<file path="src/rtl/s2e_div_pipe.sv">
// pipelined unsigned restoring divider, one quotient bit per register stage
// standalone; caller supplies the upper dividend bits already below the divisor
module s2e_div_pipe #(
    parameter int unsigned DEN_W = 32,
    parameter int unsigned QUO_W = 16,
    parameter int unsigned PAY_W = 1
) (
    input  logic              clk,
    input  logic              rst_n,
    input  logic              en,
    input  logic              in_valid,
    input  logic [DEN_W-1:0]  rem_in,
    input  logic [QUO_W-1:0]  num_in,
    input  logic [DEN_W-1:0]  den_in,
    input  logic [PAY_W-1:0]  pay_in,
    output logic              out_valid,
    output logic [QUO_W-1:0]  quo,
    output logic [PAY_W-1:0]  pay_out
);

    logic [QUO_W-1:0] val_reg;
    logic [DEN_W-1:0] rem_reg [QUO_W];
    logic [QUO_W-1:0] num_reg [QUO_W];
    logic [DEN_W-1:0] den_reg [QUO_W];
    logic [PAY_W-1:0] pay_reg [QUO_W];

    genvar g;
    generate
        for (g = 0; g < QUO_W; g++)
        begin : g_stage
            logic             val_src;
            logic [DEN_W-1:0] rem_src;
            logic [QUO_W-1:0] num_src;
            logic [DEN_W-1:0] den_src;
            logic [PAY_W-1:0] pay_src;
            logic [DEN_W:0]   shifted;
            logic [DEN_W:0]   diff;
            logic             ge;

            if (g == 0)
            begin : g_first
                assign val_src = in_valid;
                assign rem_src = rem_in;
                assign num_src = num_in;
                assign den_src = den_in;
                assign pay_src = pay_in;
            end
            else
            begin : g_rest
                assign val_src = val_reg[g-1];
                assign rem_src = rem_reg[g-1];
                assign num_src = num_reg[g-1];
                assign den_src = den_reg[g-1];
                assign pay_src = pay_reg[g-1];
            end

            assign shifted = {rem_src, num_src[QUO_W-1]};
            assign diff    = shifted - {1'b0, den_src};
            assign ge      = (shifted >= {1'b0, den_src});

            always_ff @(posedge clk or negedge rst_n)
            begin
                if (!rst_n)
                    val_reg[g] <= 1'b0;
                else if (en)
                    val_reg[g] <= val_src;
            end

            always_ff @(posedge clk)
            begin
                if (en)
                begin
                    rem_reg[g] <= ge ? diff[DEN_W-1:0] : shifted[DEN_W-1:0];
                    num_reg[g] <= {num_src[QUO_W-2:0], ge};
                    den_reg[g] <= den_src;
                    pay_reg[g] <= pay_src;
                end
            end
        end
    endgenerate

    assign out_valid = val_reg[QUO_W-1];
    assign quo       = num_reg[QUO_W-1];
    assign pay_out   = pay_reg[QUO_W-1];

endmodule

</file>
<file path="config.mk">
export PLATFORM = sky130hd
export DESIGN_NAME = s2e_div_pipe
export DESIGN_NICKNAME = d
export VERILOG_FILES = /design/src/rtl/s2e_div_pipe.sv
export SDC_FILE = /design/constraint.sdc
export NUM_CORES = 2
export LEC_CHECK = 0
export ABC_AREA = 1
export BUFFER_PORTS_ARGS = -buffer_cell sky130_fd_sc_hd__buf_2
export CORE_ASPECT_RATIO = 2
export CORE_MARGIN = 2
export CORE_UTILIZATION = 30
export DETAILED_ROUTE_END_ITERATION = 10
export GPL_TIMING_DRIVEN = 0
export SLEW_MARGIN = 30
export SYNTH_ARGS = -nofsm -noshare
export SYNTH_HDL_FRONTEND = slang
export SYNTH_SLANG_ARGS = --single-unit
</file>
<file path="constraint.sdc">
create_clock -name clk -period 1.9 [get_ports clk]
set_input_delay 0.38 -clock clk [delete_from_list [all_inputs] [get_ports clk]]
set_output_delay 0.38 -clock clk [all_outputs]
set_load 0.01 [all_outputs]
</file>
==> impl_metrics.tcl, run 1 <==
set metrics [dict create \
    io_buffers 102 \
    dp.cells 15100 \
    place.detailed.hpwl_mm 360 \
    grt_max_degree 121 \
    syn-num-nets 11900 \
    numClockSinks 1248 \
    synth.cell_area_mm2 0.0846 \
    rows 275 \
    die_w_um 380 \
    grt_pass1_wl_mm 684 \
    numCtsBuffers 144 \
    htree_levels 4 \
    place_area_mm2 0.0933 \
    yosysUniqueCellTypes 36 \
    status "aborted with a tool error" \
    synth_edf_count 1232 \
    ys_warn_count 0 \
    grt_pass1_vias 89300 \
    haltStage "global routing (5_1_grt)" \
    clk_path_buf_depth 4 \
    async_flop_share_pct 1.28 \
    track_usage_pct 34.2 \
    ys.flop_type "edfxtp_1" \
    syn_area_per_cell_um2 7.51 \
    initial_core_util_pct 30.2 \
    ys_ff_latch 1248 \
    fp.dieH_um 755 \
    error "[ERROR GRT-0116] Global routing finished with congestion. Check the congestion regions in the DRC Viewer." \
    syn_inst 11300 \
    io_pins 103 \
    cts_root_buf "clkbuf_16" \
    ys_seq_area_share_pct 44.2 \
    gp_congestion 1.05 \
    overflow 147 \
]
## what timing repair did
item	in CTS
endpoints found under the setup margin	1219
cloned	32
hold endpoints to repair	122
pin swaps	370
buffers inserted	416
resized for setup	1984
hold buffers	84
## routing by layer
layer | global-route usage (%) | GRT overflow
met5 | 0.842 | 0
met4 | 48.3 | 54
met3 | 9.76 | 0
met2 | 64.2 | 93
met1 | 21.8 | 0
## cell families after synthesis
family          share of synthesized area [%]
compound gates                           2.33
xor+xnor                                 2.17
fa+ha+maj                                7.92
buf+inv                                  11.6
flops                                    44.2
mux                                    0.0266
simple gates                             31.8
## synth_stat cells, types with 17 or more instances
library cell  number  area (um2)
nand2_1         4332       16300
inv_1           2346        8810
edfxtp_1        1232       37000
nand3_1          917        4590
nor2_1           654        2450
ha_1             512        6410
a21oi_1          312        1560
xor2_1           191        1670
nor3_1           124         621
nand3b_1         113         848
buf_2             85         425
and2_1            71         444
nand3_2           60         601
buf_6             40         450
nand4_1           40         250
o21ai_0           38         190
nand2_2           31         194
nor2_2            24         150
o21bai_1          21         158
xnor2_1           19         166
nand2_4           17         191
## metrics by stage
| stage | hold slack (ns) | setup slack (ns) | util (%) |
|---|---|---|---|
| after floorplan | 0.0844 | -0.0444 | - |
| after global placement | 0.305 | -20.47 | 33.1 |
| after detailed placement | 0.309 | -2.31 | 33.3 |
| after CTS | 0.0491 | -0.839 | 39.9 |
==> run 2: changes to the inputs <==
- CORE_ASPECT_RATIO: 2 -> default
- CORE_UTILIZATION: 30 -> 20
- PLACE_DENSITY_LB_ADDON: default -> 0.15
- clock period: 1.9 -> 2.47 ns (I/O delays scaled with it)
==> impl_metrics.tcl, run 2 <==
set metrics [dict create \
    status "completed" \
    syn_area_per_cell_um2 7.51 \
    reg2reg_depth 12 \
    r2r_slack_ns 0.04 \
    slowest_delay_ns 0.44 \
    ys.flop_type "edfxtp_1" \
    synth_top_cell_area_share_pct 43.7 \
    vdd_drop_max_mv 0.652 \
    rows 238 \
    synth_compound_area_share_pct 2.33 \
    max_clock_freq_ghz 0.412 \
    gp_congestion 0.867 \
    final_cell_mix "3902 x nand2_1, 2240 x inv_1, 1232 x edfxtp_1, 835 x nand3_1, 506 x nor2_1" \
    arrival_ns 3.06 \
    hold_path_class "input pin to asynchronous set/reset pin" \
    fin_nets 12700 \
    tns_ns 0 \
    synth_xor_area_share_pct 2.17 \
    synth_top_family_by_area "simple AND/OR/NAND/NOR gates" \
    rsz0062_at_grt "yes" \
    cp_slowest_cell "edfxtp_1" \
    worstSetupPathType "flip-flop to flip-flop" \
    final_common_cell "nand2_1" \
    track_usage_pct 14.3 \
    synth.most_common_cell "nand2_1" \
    overflow 0 \
    clk_pin_slew_ns 0.06 \
    drv_slew 0 \
    design_area_mm2 0.111 \
    core_area_mm2 0.421 \
    cts_tree "yes" \
    yosysUniqueCellTypes 36 \
    clk_path_buf_depth 4 \
    end_kind "flip-flop" \
    ys_warn_count 0 \
    numCtsBuffers 173 \
    synth_area_leader_cell "edfxtp_1" \
    synth_area_leaders "edfxtp_1 44%, nand2_1 19%, inv_1 10%" \
    cpLargestDelayFamily "simple AND/OR/NAND/NOR gates" \
    holdWs_ns 0.128 \
    crit_path_max_fanout 8 \
    route.detailed.drc 0 \
    vias_per_cell 4.01 \
    finalCriticalPeriod_ns 2.43 \
    ys_top_cells_by_count "4332 x nand2_1, 2346 x inv_1, 1232 x edfxtp_1, 917 x nand3_1, 654 x nor2_1" \
    crit_chain "inv_2 -> ha_4 -> a21o_1 -> nand2_1 -> nand2_1 -> nor2_2 -> nand3_2 -> nor2_4 -> nand2_8 -> buf_12 -> nand2_2 -> nand2_2" \
    slew_headroom_pct 54.3 \
    grt_max_degree 114 \
    r2r-end "rem_reg[1][221]" \
    finalHoldViolations 0 \
    place.detailed.hpwl_mm 252 \
    die_area_mm2 0.428 \
    first_pass_iters 8 \
    wl_per_cell_um 17.6 \
    fill_cells 46200 \
    insertion_delay_ns 0.95 \
    drt_iter0_drc 3917 \
    synthMuxAreaShare_pct 0.0266 \
    ys_ff_latch 1248 \
    areaGrowthSynthToFinish_pct 30.9 \
    period_share_pct 98.3 \
    syn-num-nets 11900 \
    r2r_start "den_reg[6][62]" \
    worst_setup_path_start_kind "flip-flop" \
    htree_levels 4 \
    numClockSinks 1248 \
    place_area_mm2 0.0926 \
    syn_inst 11300 \
    fp.dieH_um 654 \
    async_flop_share_pct 1.28 \
    startpoint "den_reg[6][62]" \
    initial_core_util_pct 20.1 \
    postRouteAntennaNets 0 \
    io_buffers 102 \
    drive_gt1_share_pct 19.5 \
    power.density_mw_per_mm2 1210 \
    num_vias 71800 \
    antenna_found_initial 7 \
    crit_buf_inv 2 \
    grt_pass1_wl_mm 459 \
    die_w_um 654 \
    wl_mm 315 \
    synth_edf_count 1232 \
    skew_ns 0.111 \
    p_leak_uw 0.0530 \
    cts_root_buf "clkbuf_16" \
    synth.cell_area_mm2 0.0846 \
    yosys.area_share.simple_pct 31.8 \
    io_pins 103 \
    ys_seq_area_share_pct 44.2 \
    cp.required_ns 3.10 \
    synthAdderAreaFrac_pct 7.92 \
    grt_pass1_vias 71000 \
    setup_viol 0 \
    tightest_slew_ns 0.685 \
    cap_violations 0 \
]
## run 2: cell counts after synthesis
No cell type changed its count.
## run 2: area by class of cell
| class | instances | area, um2 | area share, % |
|---|---|---|---|
| antenna | 3 | 7.51 | 0.00678 |
| buffer | 138 | 1330 | 1.20 |
| clock buffer | 193 | 4450 | 4.01 |
| clock inverter | 117 | 1220 | 1.10 |
| inverter | 2350 | 8840 | 7.98 |
| multi-input combinational | 7529 | 44600 | 40.3 |
| sequential | 1248 | 37400 | 33.8 |
| tap | 5640 | 7060 | 6.37 |
| timing repair buffer | 694 | 5890 | 5.31 |
## run 2: routing by layer
metal	vias to the layer above	part of all wire [%]	GRT usage (%)
met4	0	3.6	4.10
li1	37000	-	-
met3	366	3.2	1.61
met2	1072	48	25.1
met5	-	0	0
met1	33400	45	18.3
## run 2: kinds of logic (layout without fill, tap and decap cells)
group,after synthesis,count (layout)
fa+ha+maj,527,527
simple gates,6409,6409
mux,2,2
flops,1248,1248
compound gates,381,381
xor+xnor,210,210
buf+inv,2493,3492
other cells,0,3
## run 2: metrics by stage
stage / total power (uW) / worst slack [ns] / utilization [%] / std cells
final: 134000 / 0.0411 / 26.3 / 17900
after global routing: 145000 / -0.0872 / 26.3 / 17900
after CTS: 127000 / -0.0410 / 24.8 / 17700
after detailed placement: 95500 / -1.48 / 22.0 / 17000
after global placement: 96800 / -21.62 / 21.9 / 17000
after floorplan: 73300 / 0.369 / - / 11300
## run 2: worst reg2reg max path: cells and delay by family (launching register included)
family	cells	cell delay, ns
simple gates	8	0.98
buf+inv	2	0.31
flops	1	0.44
compound gates	1	0.23
fa+ha+maj	1	0.21
## run 2: worst max-delay path by stage
| stage | end | slack (ns) | depth (start not counted) |
|---|---|---|---|
| after floorplan | rem_reg[0][22] | 0.37 | 14 |
| after global placement | num_reg[3][4] | -21.62 | 1 |
| after detailed placement | num_reg[7][14] | -1.48 | 7 |
| after CTS | rem_reg[1][92] | -0.04 | 13 |
| after global routing | rem_reg[1][192] | -0.09 | 12 |
| final | rem_reg[1][221] | 0.04 | 12 |
## run 2: what timing repair did
item / in CTS / in global routing
gates resized for setup: 719 / 975
setup endpoints to repair: 619 / 488
buffers inserted: 233 / 248
gates cloned: 5 / 11
pin swaps: 62 / 183
hold endpoints to repair: 97 / 0
hold buffers: 82 / 0
## run 2: where the power goes
| group | internal (uW) | total [uW] | switching, uW |
|---|---|---|---|
| registers | 30800 | 35500 | 4770 |
| clock network | 14600 | 25300 | 10700 |
| logic | 27000 | 73100 | 46100 |
Power figures use the tool's default switching activity.
